[config.mk]
export PLATFORM = sky130hd
export DESIGN_NAME = wavefront_cell_relax_top
export DESIGN_NICKNAME = d
export VERILOG_FILES = /design/src/rtl/core/wcr_pkg.sv /design/src/rtl/core/wavefront_cell_relax_top.sv /design/src/rtl/core/wcr_cfg.sv /design/src/rtl/core/wcr_relax.sv
export SDC_FILE = /design/constraint.sdc
export NUM_CORES = 1
export LEC_CHECK = 0
export BUFFER_PORTS_ARGS = -buffer_cell sky130_fd_sc_hd__buf_4
export CAP_MARGIN = 20
export CORE_ASPECT_RATIO = 1.75
export CORE_MARGIN = 5
export CORE_UTILIZATION = 30
export CTS_CLUSTER_SIZE = 25
export DETAILED_ROUTE_END_ITERATION = 10
export PLACE_DENSITY = 0.51
export SLEW_MARGIN = 10
export SYNTH_ARGS = -nofsm -noshare
export SYNTH_HDL_FRONTEND = slang
export SYNTH_SLANG_ARGS = --single-unit
[constraint.sdc]
create_clock -name clk -period 8.9 [get_ports clk]
set_clock_uncertainty 0.2 [all_clocks]
set_input_delay 0.89 -clock clk [delete_from_list [all_inputs] [get_ports clk]]
set_output_delay 0.89 -clock clk [all_outputs]
set_load 0.01 [all_outputs]
[src/rtl/core/wcr_pkg.sv]
// Shared types, codes and constants of the wavefront cell relaxation block.
package wcr_pkg;

    localparam int DIST_W      = 16;
    localparam int DIR_W       = 12;
    localparam int PHASE_W     = 13;
    localparam int OFFSET_W    = 7;
    localparam int KIND_W      = 3;
    localparam int STEP_W      = 12;
    localparam int SHIFT_W     = 4;
    localparam int TOL_W       = 16;
    localparam int CFG_INDEX_W = 2;
    localparam int CFG_DATA_W  = 16;

    localparam logic [DIST_W-1:0] UNREACHED = '1;

    localparam logic [STEP_W-1:0]  RATE_STEP_RESET    = 12'd1;
    localparam logic [STEP_W-1:0]  RATE_MODULUS_RESET = 12'd64;
    localparam logic [SHIFT_W-1:0] ROT_SHIFT_RESET    = 4'd4;
    localparam logic [TOL_W-1:0]   PULSE_TOL_RESET    = 16'd16;

    typedef enum logic [KIND_W-1:0] {
        KIND_PX   = 3'd0,
        KIND_NX   = 3'd1,
        KIND_PY   = 3'd2,
        KIND_NY   = 3'd3,
        KIND_PZ   = 3'd4,
        KIND_NZ   = 3'd5,
        KIND_SELF = 3'd6,
        KIND_NONE = 3'd7
    } move_kind_t;

    typedef enum logic [CFG_INDEX_W-1:0] {
        REG_RATE_STEP    = 2'd0,
        REG_RATE_MODULUS = 2'd1,
        REG_ROT_SHIFT    = 2'd2,
        REG_PULSE_TOL    = 2'd3
    } cfg_index_t;

    typedef struct packed {
        logic [STEP_W-1:0]  rate_step;
        logic [STEP_W-1:0]  rate_modulus;
        logic [SHIFT_W-1:0] rot_shift;
        logic [TOL_W-1:0]   pulse_tol;
    } cfg_t;

    typedef struct packed {
        move_kind_t                move_kind;
        logic [OFFSET_W-1:0]       source_offset;
        logic [DIST_W-1:0]         dist2;
        logic signed [DIR_W-1:0]   dir_x;
        logic signed [DIR_W-1:0]   dir_y;
        logic [PHASE_W-1:0]        phase;
        logic [DIST_W-1:0]         pulse_dist2;
        logic                      last;
    } item_t;

    typedef struct packed {
        logic [DIST_W-1:0]         dist2;
        logic signed [DIR_W-1:0]   dir_x;
        logic signed [DIR_W-1:0]   dir_y;
        logic [PHASE_W-1:0]        phase;
        logic                      shell_active;
        logic                      newly_reached;
    } result_t;

endpackage

[src/rtl/core/wavefront_cell_relax_top.sv]
// Top level of the wavefront cell relaxation block: input and result registers.
//
//  channel | direction | handshake             | payload
//  --------+-----------+-----------------------+------------------------------------------
//  in      | input     | in_valid / in_ready   | move_kind .. last_offer, one offer word
//  out     | output    | out_valid / out_ready | out_dist2 .. newly_reached, one cell word
//  cfg     | input     | cfg_write_en          | cfg_index, cfg_data
//
// One word is accepted per cycle unless a last word is held in the input register; a result
// passes from the input register into the result register around the relax datapath.
// Reset loads the register defaults and an unreached running state.
// Only a last word stalls: it waits in the input register while the result register
// holds a word that has not been taken; other words keep flowing.
module wavefront_cell_relax_top (
    input  logic                                clk,
    input  logic                                rst_n,
    input  logic                                in_valid,
    output logic                                in_ready,
    input  logic [wcr_pkg::KIND_W-1:0]          move_kind,
    input  logic [wcr_pkg::OFFSET_W-1:0]        source_offset,
    input  logic [wcr_pkg::DIST_W-1:0]          in_dist2,
    input  logic signed [wcr_pkg::DIR_W-1:0]    in_dir_x,
    input  logic signed [wcr_pkg::DIR_W-1:0]    in_dir_y,
    input  logic [wcr_pkg::PHASE_W-1:0]         in_phase,
    input  logic [wcr_pkg::DIST_W-1:0]          pulse_dist2,
    input  logic                                last_offer,
    output logic                                out_valid,
    input  logic                                out_ready,
    output logic [wcr_pkg::DIST_W-1:0]          out_dist2,
    output logic signed [wcr_pkg::DIR_W-1:0]    out_dir_x,
    output logic signed [wcr_pkg::DIR_W-1:0]    out_dir_y,
    output logic [wcr_pkg::PHASE_W-1:0]         out_phase,
    output logic                                shell_active,
    output logic                                newly_reached,
    input  logic                                cfg_write_en,
    input  logic [wcr_pkg::CFG_INDEX_W-1:0]     cfg_index,
    input  logic [wcr_pkg::CFG_DATA_W-1:0]      cfg_data
);
    import wcr_pkg::*;

    cfg_t    cfg;
    item_t   item_reg;
    logic    item_valid_reg;
    result_t relax_result;
    result_t result_reg;
    logic    out_valid_reg;
    logic    advance;

    wcr_cfg u_cfg (
        .clk          (clk),
        .rst_n        (rst_n),
        .cfg_write_en (cfg_write_en),
        .cfg_index    (cfg_index),
        .cfg_data     (cfg_data),
        .cfg          (cfg)
    );

    wcr_relax u_relax (
        .clk     (clk),
        .rst_n   (rst_n),
        .cfg     (cfg),
        .item    (item_reg),
        .advance (advance),
        .result  (relax_result)
    );

    // A last word may only move on when the result register is free or being emptied.
    assign advance  = item_valid_reg && (!item_reg.last || !out_valid_reg || out_ready);
    assign in_ready = !item_valid_reg || advance;

    always_ff @(posedge clk or negedge rst_n)
    begin
        if (!rst_n)
        begin
            item_valid_reg <= 1'b0;
        end
        else if (in_ready)
        begin
            item_valid_reg <= in_valid;
        end
    end

    always_ff @(posedge clk)
    begin
        if (in_ready && in_valid)
        begin
            item_reg.move_kind     <= move_kind_t'(move_kind);
            item_reg.source_offset <= source_offset;
            item_reg.dist2         <= in_dist2;
            item_reg.dir_x         <= in_dir_x;
            item_reg.dir_y         <= in_dir_y;
            item_reg.phase         <= in_phase;
            item_reg.pulse_dist2   <= pulse_dist2;
            item_reg.last          <= last_offer;
        end
    end

    always_ff @(posedge clk or negedge rst_n)
    begin
        if (!rst_n)
        begin
            out_valid_reg <= 1'b0;
        end
        else if (advance && item_reg.last)
        begin
            out_valid_reg <= 1'b1;
        end
        else if (out_ready)
        begin
            out_valid_reg <= 1'b0;
        end
    end

    always_ff @(posedge clk)
    begin
        if (advance && item_reg.last)
        begin
            result_reg <= relax_result;
        end
    end

    assign out_valid     = out_valid_reg;
    assign out_dist2     = result_reg.dist2;
    assign out_dir_x     = result_reg.dir_x;
    assign out_dir_y     = result_reg.dir_y;
    assign out_phase     = result_reg.phase;
    assign shell_active  = result_reg.shell_active;
    assign newly_reached = result_reg.newly_reached;

`ifndef SYNTHESIS
    a_result_from_last: assert property (@(posedge clk) disable iff (!rst_n)
        $rose(out_valid_reg) |-> $past(advance && item_reg.last))
        else $error("result word appeared without a last word leaving the input register");

    a_empty_stage_ready: assert property (@(posedge clk) disable iff (!rst_n)
        !item_valid_reg |-> in_ready)
        else $error("input refused while the input register is empty");

    a_active_is_reached: assert property (@(posedge clk) disable iff (!rst_n)
        (out_valid_reg && (result_reg.shell_active || result_reg.newly_reached))
            |-> (result_reg.dist2 != UNREACHED))
        else $error("active or newly reached flag on an unreached cell");

    a_held_result_stable: assert property (@(posedge clk) disable iff (!rst_n)
        (out_valid_reg && !out_ready) |=> $stable(result_reg))
        else $error("waiting result word changed before it was taken");
`endif

endmodule

[src/rtl/core/wcr_cfg.sv]
// Configuration register file of the wavefront cell relaxation block.
module wcr_cfg (
    input  logic                                clk,
    input  logic                                rst_n,
    input  logic                                cfg_write_en,
    input  logic [wcr_pkg::CFG_INDEX_W-1:0]     cfg_index,
    input  logic [wcr_pkg::CFG_DATA_W-1:0]      cfg_data,
    output wcr_pkg::cfg_t                       cfg
);
    import wcr_pkg::*;

    cfg_t cfg_reg;
    cfg_t cfg_next;

    always_comb
    begin
        cfg_next = cfg_reg;
        if (cfg_write_en)
        begin
            unique case (cfg_index_t'(cfg_index))
                REG_RATE_STEP:    cfg_next.rate_step    = cfg_data[STEP_W-1:0];
                REG_RATE_MODULUS: cfg_next.rate_modulus = cfg_data[STEP_W-1:0];
                REG_ROT_SHIFT:    cfg_next.rot_shift    = cfg_data[SHIFT_W-1:0];
                REG_PULSE_TOL:    cfg_next.pulse_tol    = cfg_data[TOL_W-1:0];
                default:          cfg_next = cfg_reg;
            endcase
        end
    end

    always_ff @(posedge clk or negedge rst_n)
    begin
        if (!rst_n)
        begin
            cfg_reg.rate_step    <= RATE_STEP_RESET;
            cfg_reg.rate_modulus <= RATE_MODULUS_RESET;
            cfg_reg.rot_shift    <= ROT_SHIFT_RESET;
            cfg_reg.pulse_tol    <= PULSE_TOL_RESET;
        end
        else
        begin
            cfg_reg <= cfg_next;
        end
    end

    assign cfg = cfg_reg;

endmodule

[src/rtl/core/wcr_relax.sv]
// Running best state of one cell and the single-pass relaxation datapath.
module wcr_relax (
    input  logic              clk,
    input  logic              rst_n,
    input  wcr_pkg::cfg_t     cfg,
    input  wcr_pkg::item_t    item,
    input  logic              advance,
    output wcr_pkg::result_t  result
);
    import wcr_pkg::*;

    logic [DIST_W-1:0]       best_dist2_reg, best_dist2_next;
    logic signed [DIR_W-1:0] best_dir_x_reg, best_dir_x_next;
    logic signed [DIR_W-1:0] best_dir_y_reg, best_dir_y_next;
    logic [PHASE_W-1:0]      best_phase_reg, best_phase_next;
    logic                    was_unreached_reg, was_unreached_next;

    logic [DIST_W:0]         cand;
    logic                    offer;
    logic                    take;
    logic                    z_move;
    logic [PHASE_W:0]        acc;
    logic [PHASE_W:0]        modulus_ext;
    logic                    rotate;
    logic [PHASE_W:0]        acc_adj;
    logic signed [DIR_W-1:0] rx;
    logic signed [DIR_W-1:0] ry;
    logic signed [DIR_W-1:0] rot_x;
    logic signed [DIR_W-1:0] rot_y;
    logic [DIST_W-1:0]       gap;
    logic                    reached;

    always_comb
    begin
        // Proposal is source distance plus 2*offset+1, kept at 17 bits.
        cand = {1'b0, item.dist2} + {{(DIST_W-OFFSET_W){1'b0}}, item.source_offset, 1'b1};

        case (item.move_kind) inside
            KIND_PX, KIND_NX, KIND_PY, KIND_NY, KIND_PZ, KIND_NZ:
                offer = (item.dist2 != UNREACHED);
            default:
                offer = 1'b0;
        endcase
        take = offer && (cand < {1'b0, best_dist2_reg});

        z_move      = (item.move_kind == KIND_PZ) || (item.move_kind == KIND_NZ);
        acc         = {1'b0, item.phase} + {{(PHASE_W+1-STEP_W){1'b0}}, cfg.rate_step};
        modulus_ext = {{(PHASE_W+1-STEP_W){1'b0}}, cfg.rate_modulus};
        rotate      = (acc >= modulus_ext);
        acc_adj     = rotate ? (acc - modulus_ext) : acc;

        rx = $signed(item.dir_y) >>> cfg.rot_shift;
        ry = $signed(item.dir_x) >>> cfg.rot_shift;
        if (!rotate)
        begin
            rot_x = item.dir_x;
            rot_y = item.dir_y;
        end
        else if (item.move_kind == KIND_PZ)
        begin
            rot_x = item.dir_x - rx;
            rot_y = item.dir_y + ry;
        end
        else
        begin
            rot_x = item.dir_x + rx;
            rot_y = item.dir_y - ry;
        end

        best_dist2_next    = best_dist2_reg;
        best_dir_x_next    = best_dir_x_reg;
        best_dir_y_next    = best_dir_y_reg;
        best_phase_next    = best_phase_reg;
        was_unreached_next = was_unreached_reg;

        if (item.move_kind == KIND_SELF)
        begin
            best_dist2_next    = item.dist2;
            best_dir_x_next    = item.dir_x;
            best_dir_y_next    = item.dir_y;
            best_phase_next    = item.phase;
            was_unreached_next = (item.dist2 == UNREACHED);
        end
        else if (take)
        begin
            best_dist2_next = cand[DIST_W-1:0];
            if (z_move)
            begin
                best_dir_x_next = rot_x;
                best_dir_y_next = rot_y;
                best_phase_next = acc_adj[PHASE_W-1:0];
            end
            else
            begin
                best_dir_x_next = item.dir_x;
                best_dir_y_next = item.dir_y;
                best_phase_next = item.phase;
            end
        end

        reached = (best_dist2_next != UNREACHED);
        gap     = (best_dist2_next > item.pulse_dist2) ? (best_dist2_next - item.pulse_dist2)
                                                       : (item.pulse_dist2 - best_dist2_next);

        result.dist2         = best_dist2_next;
        result.dir_x         = best_dir_x_next;
        result.dir_y         = best_dir_y_next;
        result.phase         = best_phase_next;
        result.shell_active  = reached && (gap <= cfg.pulse_tol);
        result.newly_reached = was_unreached_next && reached;
    end

    always_ff @(posedge clk or negedge rst_n)
    begin
        if (!rst_n)
        begin
            best_dist2_reg    <= UNREACHED;
            best_dir_x_reg    <= '0;
            best_dir_y_reg    <= '0;
            best_phase_reg    <= '0;
            was_unreached_reg <= 1'b1;
        end
        else if (advance)
        begin
            best_dist2_reg    <= best_dist2_next;
            best_dir_x_reg    <= best_dir_x_next;
            best_dir_y_reg    <= best_dir_y_next;
            best_phase_reg    <= best_phase_next;
            was_unreached_reg <= was_unreached_next;
        end
    end

endmodule
==> impl_results.md, run 1 <==
- Largest family of logic cells by synthesized area: compound AO/OA/AOI/OAI gates
- Post-route ant nets: 0
- Synthesized flop and latch total: about 240
- Leak: 0.007790 µW
- DRT iter0 DRCs: about 620
- Crit share post-route: 0.9556
- Largest net degree at the start of global routing: 54
- Max-cap violation count: 0
- Fin area: 18940 µm²
- Syn nets: roughly 1800
- Initial core utilization: 0.3014
- WS Path Type: flop to flop
- Row cnt: between 100 and 150
- Vias/cell: 5.279
- CTS Buf Count: 27
- Cell Pwr Density: 326.5 nW/µm²
- Initial antenna violation count: 0
- Footprint of the multi-input gates: 8571 µm²
- Clock sinks: roughly 240
- Hold crit path type: primary input to asynchronous set/reset pin
- Yosys warns: 0
- Setup crit start: item_reg[58]$_DFFE_PP_
- Prevailing post-synth register cell: edfxtp_1
- CP startpoint kind: flop
- RR Startpoint: item_reg[58]$_DFFE_PP_
- Routability Congestion: 0.9456
- Vias post-DR: 12700
- Core ar.: 52080 µm²
- Reg clk slew, reported paths: 0.07 ns
- CTS root buf: clkbuf_16
- Total power draw: 6184 µW
- Register area share after synthesis: 0.4193
- Final hold viol count: 0
- Adder-Cell Fraction of Synth Area: 0.1022
- Register area: around 6600 µm²
- Synthesized area per cell: 10.25 µm²
- Count of final setup violators: 0
- Input/output buffers: 159
- TritonCTS clock tree: built
- Req. time, crit path: 9.13 ns
- Global-route wire length before repair: between 70000 and 80000 µm
- Worst VDD drop: between 0.2 and 0.25 mV
- Arr. time, crit path: 8.73 ns
- Area growth from synthesis to layout: 20.67%
- GRT Util Overall: 0.1788
- Pre-antenna DRT Iters: 5
- Die Y-Extent: 312.6 µm
- Ant diodes: 0
- Worst Path Max Fanout: 7
- Fillcell total: around 5300
- Min Tclk post-route: 8.504 ns
- Chip width: between 150 and 200 µm
- Final Max Slew Viols: 0
- Nets: 1934
- Synth Area in Simple Gates: 0.1188
- Post-Synth XOR/XNOR Area: 0.04631
- Vias in the first global route: between 10000 and 15000
- Routed WL: 53140 µm
- Max Clock Freq: approximately 0.12 GHz
- Hold-fix buffers at CTS: 0
- Io pins: 160
- Fraction of layout cells with a size suffix above 1: 0.2546
- DRC: 0
- Worst-case clock buffer depth: 3
- Clk_lat worst skew: 0.57 ns
- DIE AREA: about 57000 µm²
- Synth async-reset ratio: 0.4255
- Slew headroom: 0.3061
- Cells after synthesis: 1531
- Max stage delay on crit path: 0.42 ns
- Mux contribution to synthesized area: 0.1044
- Wire length per cell: 22.09 µm
- Worst-Margin Slew: 1.041 ns
- GR Overflow Total: 0
- Synth Area in Compound Gates: 0.1644
- Status: finished, final reports clean
- Number of flops mapped to enable cells by yosys: 135
- Synth cell types: 93
- Post-DP HPWL: between 40000 and 50000 µm
- Critical Path Sink Type: flop
- Post-Syn Area: approximately 16000 µm²
- Largest register FFs: 80
- Htree depth: 1
- Worst path slowest cell: edfxtp_1
- CP dominant cell by count: a21oi_1
- Placed cell area: 17770 µm²
==> cells in the mapped netlist (all sizes together), types with 11 or more instances <==
| master | count | area, µm² |
|---|---|---|
| a21oi | 122 | 610.6 |
| o22ai | 36 | 225.2 |
| a211oi | 11 | 82.58 |
| dfstp | 21 | 551.8 |
| xor2 | 27 | 236.5 |
| inv | 107 | 401.6 |
| nand2 | 84 | 315.3 |
| nand2b | 15 | 93.84 |
| nand3 | 34 | 170.2 |
| a21o | 20 | 150.1 |
| and2 | 12 | 75.07 |
| dfrtp | 79 | 1977 |
| o21ai | 71 | 355.3 |
| clkbuf | 42 | 157.7 |
| nand4 | 17 | 106.4 |
| nor2b | 16 | 100.1 |
| nor3 | 28 | 145.1 |
| mux2i | 31 | 310.3 |
| edfxtp | 135 | 4054 |
| buf | 25 | 140.1 |
| ha | 117 | 1464 |
| xnor2 | 56 | 490.5 |
| o21a | 21 | 157.7 |
| nor2 | 118 | 442.9 |
| mux2 | 102 | 1149 |
==> final timing paths <==
| path | end | depth (start not counted) | slack [ns] |
|---|---|---|---|
| max | shell_active$_DFFE_PP_ | 38 | 0.40 |
| min | u_cfg.cfg[8]$_DFFE_PN0P_ | 1 | 0.19 |
| max reg2reg | shell_active$_DFFE_PP_ | 38 | 0.40 |
| min reg2reg | u_relax.was_unreached_reg$_DFFE_PN1P_ | 2 | 0.28 |
| max in group asynchronous | item_valid_reg$_DFFE_PN0N_ | 2 | 7.02 |
| min in group clk | u_relax.was_unreached_reg$_DFFE_PN1P_ | 2 | 0.28 |
==> logic make-up (layout without fill, tap and decap cells) <==
group / after synthesis / count (layout)
xor gates and xnor gates: 83 / 83
DFF: 235 / 235
adders and majority gates: 124 / 124
muxes: 141 / 141
AOI/OAI and AO/OA: 392 / 392
and+or+nand+nor: 382 / 383
buffers and inverters: 174 / 370
==> layout make-up <==
| class | count | area share |
|---|---|---|
| multi-input combinational | 1123 | 0.4524 |
| sequential | 235 | 0.3475 |
| timing repair buffer | 213 | 0.08481 |
| tap | 678 | 0.04478 |
| clock buffer | 36 | 0.04016 |
| inverter | 107 | 0.02120 |
| clock inverter | 14 | 0.009115 |
==> what timing repair did <==
| item | in CTS | in global routing |
|---|---|---|
| gates cloned | 0 | 2 |
| hold endpoints to repair | 0 | 0 |
| pin swaps | 0 | 9 |
| endpoints found under the setup margin | 1 | 1 |
| resized for setup | 1 | 27 |
| buffers inserted | 0 | 11 |
==> through the flow <==
step	std cells	worst slack (ns)	setup TNS, ns	hold WS [ns]	utilization
3_5_place_dp	2342	0.04821	0	0.2690	0.3412
6_report	2406	0.3955	0	0.1904	0.3637
5_1_grt	2406	-0.05040	-0.05040	0.2307	0.3637
4_1_cts	2392	0.07323	0	0.1821	0.3592
2_1_floorplan	1531	0.6963	0	0.2447	-
3_3_place_gp	2342	0.2216	0	0.2580	0.3412
==> where the power goes <==
part           total (µW)  internal, µW  switching [µW]
clock network        1180           694             489
registers            1630          1470             155
logic                3380          1450            1920
==> per-layer routing <==
layer / up-vias / track usage / wire length [µm]
li1: 6022 / - / -
met1: 6207 / 0.1934 / 19530
met2: 360 / 0.3409 / 28870
met3: 112 / 0.01800 / 1939
met4: 0 / 0.08743 / 2798
met5: - / 0 / 0
==> worst max-delay path, delay by kind of cell (launching register included) <==
kind	cells	cell delay (ns)
XOR/XNOR	2	0.30
flip-flops	1	0.42
AND/OR/NAND/NOR	11	2.07
adder cells (fa/ha/maj)	4	1.36
buffers and inverters	4	0.71
AO/OA/AOI/OAI	16	3.00
multiplexers	1	0.32
==> placed cells by master, fill, tap and decap left out, drive strengths merged, types with 9 or more instances in the layout <==
| cell | count |
|---|---|
| buf | 212 |
| edfxtp | 135 |
| a21oi | 122 |
| nor2 | 119 |
| ha | 117 |
| inv | 111 |
| mux2 | 102 |
| nand2 | 84 |
| dfrtp | 79 |
| o21ai | 71 |
| xnor2 | 56 |
| o22ai | 36 |
| clkbuf | 36 |
| nand3 | 34 |
| mux2i | 31 |
| nor3 | 28 |
| xor2 | 27 |
| o21a | 21 |
| dfstp | 21 |
| a21o | 20 |
| nand4 | 17 |
| nor2b | 16 |
| nand2b | 15 |
| and2 | 12 |
| a211oi | 11 |
| or3 | 10 |
| o31ai | 10 |
| and3 | 9 |
No activity file was read; power rests on OpenSTA's default activity.
==> run 2, diff against run 1 <==
--- a/config.mk
+++ b/config.mk
@@ -8,11 +8,12 @@
 export BUFFER_PORTS_ARGS = -buffer_cell sky130_fd_sc_hd__buf_4
 export CAP_MARGIN = 20
 export CORE_ASPECT_RATIO = 1.75
-export CORE_MARGIN = 5
+export CORE_MARGIN = 10
 export CORE_UTILIZATION = 30
 export CTS_CLUSTER_SIZE = 25
 export DETAILED_ROUTE_END_ITERATION = 10
 export PLACE_DENSITY = 0.51
+export RECOVER_POWER = 100
 export SLEW_MARGIN = 10
 export SYNTH_ARGS = -nofsm -noshare
 export SYNTH_HDL_FRONTEND = slang
==> run 2 against run 1 <==
The flow now finishes with violations (max-capacitance violations, max-slew violations). Critical path depth shrank 1. Utilization down 0.072 points. Clock-buffer cell count is 4 lower. Fmax up 1.6%. Worst hold slack improved by 0.088 ns. Final cell count about the same. Sequential share of layout area is 0.39 points higher. Via count shrank 0.59%. Combinational power decreased by 1%. Die area rose by 8.8%. Critical endpoint unchanged. Largest cell class unchanged. Highest routed layer unchanged.
==> impl_results.md, run 2 (synthesis gave the netlist of run 1 again) <==
- Count of final setup violators: 0 (unchanged)
- Chip width: 192.9 µm (+5.5%)
- Largest register FFs: 80 (unchanged)
- Footprint of the multi-input gates: 8587 µm² (+0.19%)
- Worst setup margin: 0.5290 ns (+0.1335 ns)
- Critical Path Sink Type: flop
- DRC: 0 (unchanged)
- Most common cell after layout, fill and taps aside: edfxtp_1
- Vias in the first global route: 13050 (-0.28%)
- Largest net degree at the start of global routing: 54 (unchanged)
- Worst Path Max Fanout: 13 (+6)
- Worst path slowest cell: o211ai_1
- Clk_lat worst skew: 0.57 ns (about the same)
- Sw Share: 0.4135 (-0.001435)
- Min Tclk post-route: 8.371 ns (-0.1335 ns)
- CTS Buf Count: 28 (+3.7%)
- Worst-Margin Slew: 3.342 ns (+2.302 ns)
- Core ar.: 51610 µm² (-0.90%)
- Area growth from synthesis to layout: 19.34%
- Final hold viol count: 0 (unchanged)
- Crit share post-route: 0.9406 (-0.01500)
- Pre-CTS setup slack: 0.1843 ns (+0.1361 ns)
- Row cnt: 110 (-0.90%)
- Wire length per cell: 22.32 µm (+1.1%)
- Gate power share: 0.542 (-0.004)
- Nets: 1940 (+0.31%)
- Fillcell total: 5271 (-0.15%)
- Req. time, crit path: 9.11 ns (-0.02 ns)
- Post-DP HPWL: 41160 µm (+1.5%)
- CP dominant cell by count: ha_1
- Final Max Slew Viols: 262 (+262)
- Hold crit path type: flop to flop
- Die Y-Extent: 322.6 µm (+3.2%)
- Initial core utilization: 0.3042 (+0.002740)
- CTS root buf: clkbuf_16
- Register area: 6583 µm² (unchanged)
- Vias/cell: 5.246 (-0.63%)
- Leak: 0.007549 µW (-3.1%)
- Max stage delay on crit path: 0.53 ns (+0.11 ns)
- Seq pwr share: 0.266 (+0.003)
- GR Overflow Total: 0 (unchanged)
- Htree depth: 1 (unchanged)
- Input/output buffers: 159 (unchanged)
- Setup TNS: 0 ns (unchanged)
- Post-route ant nets: 0 (unchanged)
- Pre-antenna DRT Iters: 7 (+2)
- Hold-fix buffers at CTS: 0 (unchanged)
- Initial antenna violation count: 0 (unchanged)
- Vias post-DR: 12630 (-0.59%)
- Worst-case clock buffer depth: 3 (unchanged)
- Routed WL: 53720 µm (+1.1%)
- GRT Util Overall: 0.1683 (-0.01044)
- TritonCTS clock tree: built
- Max-cap violation count: 6 (+6)
- Cell Pwr Density: 327.5 nW/µm² (+0.33%)
- Arr. time, crit path: 8.58 ns (-0.15 ns)
- Int Pwr: 3599 µW (-0.53%)
- DRT iter0 DRCs: 717 (+16%)
- Routability Congestion: 0.9346 (-1.2%)
- Total power draw: 6137 µW (-0.77%)
- Clock sinks: 235 (unchanged)
- Slew headroom: -1.228 (-1.534)
- CP startpoint kind: flop
- Reg clk slew, reported paths: 0.06 ns (about the same)
- Psw: 2538 µW (-1.1%)
- Ant diodes: 0 (unchanged)
- DIE AREA: 62240 µm² (+8.8%)
- Fraction of layout cells with a size suffix above 1: 0.2179 (-0.03676)
- Clk network pwr share: 0.192 (about the same)
- Global-route wire length before repair: 79740 µm (+1.1%)
- Commonest non-fill, non-tap cells in the layout: edfxtp_1 (135), a21oi_1 (117), nor2_1 (116)
- Status: finished, violations left
- Worst VDD drop: 0.1697 mV (-15%)
- WS Path Type: flop to flop
- Failing checks: max-capacitance violations, max-slew violations
- Max Clock Freq: 0.1195 GHz (+1.6%)
- Io pins: 160 (unchanged)
## run 2: path summary, 6_finish.rpt
| check | from | endpoint | slack [ns] | cells after the start |
|---|---|---|---|---|
| max in group asynchronous | rst_n | u_relax.best_dir_x_reg[3]$_DFFE_PN0P_ | 3.15 | 2 |
| min reg2reg | u_relax.best_phase_reg[10]$_DFFE_PN0P_ | u_relax.best_phase_reg[10]$_DFFE_PN0P_ | 0.28 | 2 |
| max reg2reg | item_reg[55]$_DFFE_PP_ | shell_active$_DFFE_PP_ | 0.53 | 37 |
| max | item_reg[55]$_DFFE_PP_ | shell_active$_DFFE_PP_ | 0.53 | 37 |
| min | u_relax.best_phase_reg[10]$_DFFE_PN0P_ | u_relax.best_phase_reg[10]$_DFFE_PN0P_ | 0.28 | 2 |
| min in group asynchronous | rst_n | u_cfg.cfg[5]$_DFFE_PN0P_ | 1.06 | 1 |
## run 2: layout make-up
type | count | area share
Inverter | 107 | 0.02144
Clock inverter | 20 | 0.01095
Tap cell | 672 | 0.04488
Timing Repair Buffer | 218 | 0.07373
Multi-Input combinational cell | 1123 | 0.4583
Clock buffer | 32 | 0.03933
Sequential cell | 235 | 0.3513
## run 2: power by group through the flow
stage | sequential [µW] | clock (µW) | combinational, µW
global placement | 1650 | 0 | 3270
floorplan | 1600 | 0 | 2290
detailed placement | 1650 | 0 | 3300
CTS | 1630 | 1220 | 3320
finish | 1630 | 1180 | 3330
global route | 1670 | 1270 | 3690
## run 2: critical path: cells and delay by family (launching register included)
family                   cells  cell delay, ns
AO/OA/AOI/OAI               14            3.11
buffers and inverters        3            0.56
multiplexers                 1            0.18
AND/OR/NAND/NOR             13            2.28
adder cells (fa/ha/maj)      4            1.17
flip-flops                   1            0.44
XOR/XNOR                     2            0.27
## run 2: what timing repair did
action                                  in CTS  in global routing
buffers inserted                             0                 11
endpoints found under the setup margin       0                  1
gates resized for setup                      0                 33
## run 2: stage by stage
stage / hold slack, ns / instances / cell area, µm² / utilization
3_3_place_gp: 0.2595 / 2343 / 17820 / 0.3452
6_report: 0.2780 / 2407 / 18740 / 0.3630
5_1_grt: 0.2865 / 2407 / 18740 / 0.3630
4_1_cts: 0.1792 / 2395 / 18760 / 0.3634
3_5_place_dp: 0.2706 / 2343 / 17820 / 0.3452
2_1_floorplan: 0.2447 / 1531 / 15700 / -
## run 2: routing by layer
| layer | vias up | wire, µm | track usage |
|---|---|---|---|
| li1 | 6021 | - | - |
| met1 | 6179 | 19380 | 0.1755 |
| met2 | 330 | 30050 | 0.3270 |
| met3 | 96 | 2211 | 0.02010 |
| met4 | 0 | 2080 | 0.06894 |
| met5 | - | 0 | 0 |
